===== src/rtl/core/neuron_rprop_backprop_trainer_assert.svh =====
// ----------------------------------------------------------------------------
// Assertion macros for the neuron trainer
// Shared concurrent assertion forms, all clocked on aclk and reset by aresetn.
// ----------------------------------------------------------------------------
`ifndef NEURON_RPROP_BACKPROP_TRAINER_ASSERT_SVH
`define NEURON_RPROP_BACKPROP_TRAINER_ASSERT_SVH

// The consequent must hold in the same cycle as the antecedent.
`define NRBT_ASSERT_SAME(lbl, ante, cons, msg) \
    lbl: assert property (@(posedge aclk) disable iff (!aresetn) (ante) |-> (cons)) \
        else $error(msg);

// The consequent must hold in the cycle after the antecedent.
`define NRBT_ASSERT_NEXT(lbl, ante, cons, msg) \
    lbl: assert property (@(posedge aclk) disable iff (!aresetn) (ante) |=> (cons)) \
        else $error(msg);

`endif


===== src/rtl/core/nrbt_mul.sv =====
`timescale 1ns / 1ps
// ----------------------------------------------------------------------------
// Shared multiplier
// One signed 32 by 32 multiplication per cycle with a registered product.
// ----------------------------------------------------------------------------
module nrbt_mul (
    input  logic               aclk,
    input  logic signed [31:0] op_a,
    input  logic signed [31:0] op_b,
    output logic signed [63:0] prod_reg
);

    always_ff @(posedge aclk) begin
        prod_reg <= op_a * op_b;
    end

endmodule


===== config.mk =====
export PLATFORM = sky130hd
export DESIGN_NAME = nrbt_mul
export DESIGN_NICKNAME = d
export VERILOG_FILES = /design/src/rtl/core/neuron_rprop_backprop_trainer_assert.svh /design/src/rtl/core/nrbt_mul.sv
export SDC_FILE = /design/constraint.sdc
export NUM_CORES = 2
export LEC_CHECK = 0
export ABC_AREA = 1
export BUFFER_PORTS_ARGS = -buffer_cell sky130_fd_sc_hd__buf_2
export CAP_MARGIN = 20
export CORE_MARGIN = 2
export CORE_UTILIZATION = 40
export CTS_CLUSTER_SIZE = 40
export DETAILED_ROUTE_END_ITERATION = 8
export PLACE_DENSITY = 0.51
export REMOVE_ABC_BUFFERS = 1
export SKIP_LAST_GASP = 1
export SLEW_MARGIN = 0
export SYNTH_ARGS = -nofsm -noshare
export SYNTH_HDL_FRONTEND = slang
export SYNTH_SLANG_ARGS = --single-unit

===== constraint.sdc =====
create_clock -name aclk -period 8.4 [get_ports aclk]
set_input_delay 0 -clock aclk [delete_from_list [all_inputs] [get_ports aclk]]
set_output_delay 0 -clock aclk [all_outputs]
set_load 0.1 [all_outputs]

==> impl_metrics.toml <==
[global_route]
grt_pass1_wl_um = 191000
first_global_vias = 32800
grt_max_degree = 33
overflow = 0
grt_util_all_layers = 0.245
antenna_found_initial = 4

[detailed_routing]
met1Wirelength_um = 53500
ant_nets = 0
via_per_inst = 4.71
top_layer = "met4"
wl_um = 121000
drt_iter0_drc = 1740
wl_per_cell_um = 18.8
dr_wl_met3_um = 6760
drt_pre_antenna_iters = 5
route.met2.wl_um = 58400
drcViolationCount = 0
vias = 30300

[place]
port_buffers = 128
place.gp.congestion = 0.957
hpwl_um = 107000
post-place-ws_ps = 810

[layout]
layout_commonest_cell = "inv_1"
layout-drive-gt1-share = 0.0572
layout-area-overhead-vs-synth_pct = 6.02
nets = 6470
n_fill_cell = 10400
largest_register_ffs = 64
final_cell_mix = "1692 x inv_1, 1504 x nand2_1, 1082 x fa_1, 184 x ha_1, 128 x buf_2"

[cts]
cts_setup_buffers = 0
ctsHoldBuffers = 0
cts_tree = "done"
cts-buffers-inserted = 9
cts.path.max_buffers = 2
htree_levels = 3
clockRootBuffer = "clkbuf_16"
clock-sinks = 64
ctsResizeCount = 0
clk_pin_slew_ps = 80

[yosys]
synth_compound_area_frac = 0.0126
postSynthCellCount = 5124
synthMuxAreaShare = 0
yosysSeqAreaShare = 0.0319
synth-simple-area-share = 0.175
ys_seq_elements = 64
synth_top_family_by_area = "adder cells"
yosysUniqueCellTypes = 27
postSynthAreaPerCell_um2 = 7.85
synthesis.area_um2 = 40200
synthXorXnorAreaFrac = 0.00741
yosys_warnings = 0
synth-adder-area-share = 0.596

[timing]
fmax_mhz = 139
slew_headroom = 0.334
tightest_slew_ps = 998
tns_ps = 0
timing.final.max_slew_violations = 0
timing.final.ws_setup_ps = 1190
setup_viol = 0
timing.hold.ws_ps = 288
hold_violations = 0
final.period_utilization = 0.858
grt_setup_unrepaired = "false"
period_minus_slack_ps = 7210

[worst_setup_path]
crit_required_ps = 8690
path_class = "in -> reg"
arrival_ps = 7500
worstPathMaxFanout = 21
critPathLaunchType = "primary input"
cp-end-kind = "flip-flop"
cp_slowest_cell = "fa_1"
cp_slowest_stage_delay_ps = 580
crit_end = "prod_reg[56]$_DFF_P_"
crit_start = "op_b[6]"

[flow_run]
cap_violations = 0

[die]
die_x_um = 321
initial_core_util = 0.403
rows = 116
pin_count = 129
core_area_um2 = 99900
die_area_um2 = 103000
dieHeight_um = 321

[outcome]
outcome = "finished clean"

[hold_path]
hp-class = "in -> reg"
## worst max-delay path: cells and delay by family
| kind | cells | cell delay, ps |
|---|---|---|
| adders and majority gates | 9 | 4400 |
| buffers and inverters | 10 | 1840 |
| and+or+nand+nor | 9 | 1180 |
## how the worst min path moves through the flow
stage / start / end / slack, ps / cells after the start
2_1_floorplan: op_a[0] / prod_reg[0]$_DFF_P_ / 90 / 2
3_3_place_gp: prod_reg[46]$_DFF_P_ / prod_reg[46] / 550 / 1
3_5_place_dp: prod_reg[14]$_DFF_P_ / prod_reg[14] / 550 / 1
4_1_cts: op_b[1] / prod_reg[1]$_DFF_P_ / 290 / 4
5_1_grt: op_b[1] / prod_reg[1]$_DFF_P_ / 300 / 4
6_report: op_b[1] / prod_reg[1]$_DFF_P_ / 290 / 4
## area by class of cell
cell class,instances,area [µm²],area share
antenna,1,2.50,0.0000587
inverter,1700,6380,0.150
timing repair buffer,196,1160,0.0273
clock inverter,7,125,0.00294
clock buffer,9,225,0.00528
sequential,64,1280,0.0301
tap,1298,1620,0.0381
multi-input combinational,3168,31800,0.747
## synthesized netlist by cell type
| cell | instances | area (µm²) |
|---|---|---|
| fa_1 | 1082 | 21700 |
| inv_1 | 1692 | 6350 |
| a21oi_1 | 62 | 310 |
| nand3b_1 | 6 | 45.0 |
| or2_2 | 7 | 43.8 |
| nor2_2 | 31 | 194 |
| xor2_1 | 31 | 272 |
| nand4_1 | 13 | 81.3 |
| ha_1 | 184 | 2300 |
| nand2_2 | 21 | 131 |
| nor3_1 | 11 | 55.1 |
| a21o_1 | 2 | 15.0 |
| a21oi_2 | 1 | 8.76 |
| dfxtp_1 | 64 | 1280 |
| nor3_2 | 5 | 50.1 |
| clkbuf_1 | 192 | 721 |
| o21bai_1 | 8 | 60.1 |
| nand2_1 | 1504 | 5650 |
| o21ai_0 | 17 | 85.1 |
| xnor2_1 | 3 | 26.3 |
| nand3_1 | 73 | 365 |
| nand3_2 | 6 | 60.1 |
| nor2_4 | 3 | 33.8 |
| inv_2 | 8 | 30.0 |
| o21ai_1 | 4 | 20.0 |
| nor2_1 | 93 | 349 |
| o21a_1 | 1 | 7.51 |
## kinds of logic after synthesis
| group | after synthesis |
|---|---|
| DFF | 64 |
| adders and majority gates | 1266 |
| AOI/OAI and AO/OA | 95 |
| xor gates and xnor gates | 34 |
| buffers and inverters | 1892 |
| and+or+nand+nor | 1773 |
## per-stage QoR
stage	area, µm²	utilization	std cells
global route	42600	0.427	6443
finish	42600	0.427	6443
floorplan	39500	-	4932
global placement	42300	0.423	6426
CTS	42600	0.427	6442
detailed placement	42300	0.423	6426
## metal layers
metal / track usage / vias to the layer above
met3: 0.0375 / 117
met5: 0 / -
met4: 0.0535 / 0
li1: - / 14000
met2: 0.412 / 730
met1: 0.335 / 15500
Power is left out: the tool's default activity adds up to more than one toggle a clock period on the data nets, which glitch-free logic cannot reach.
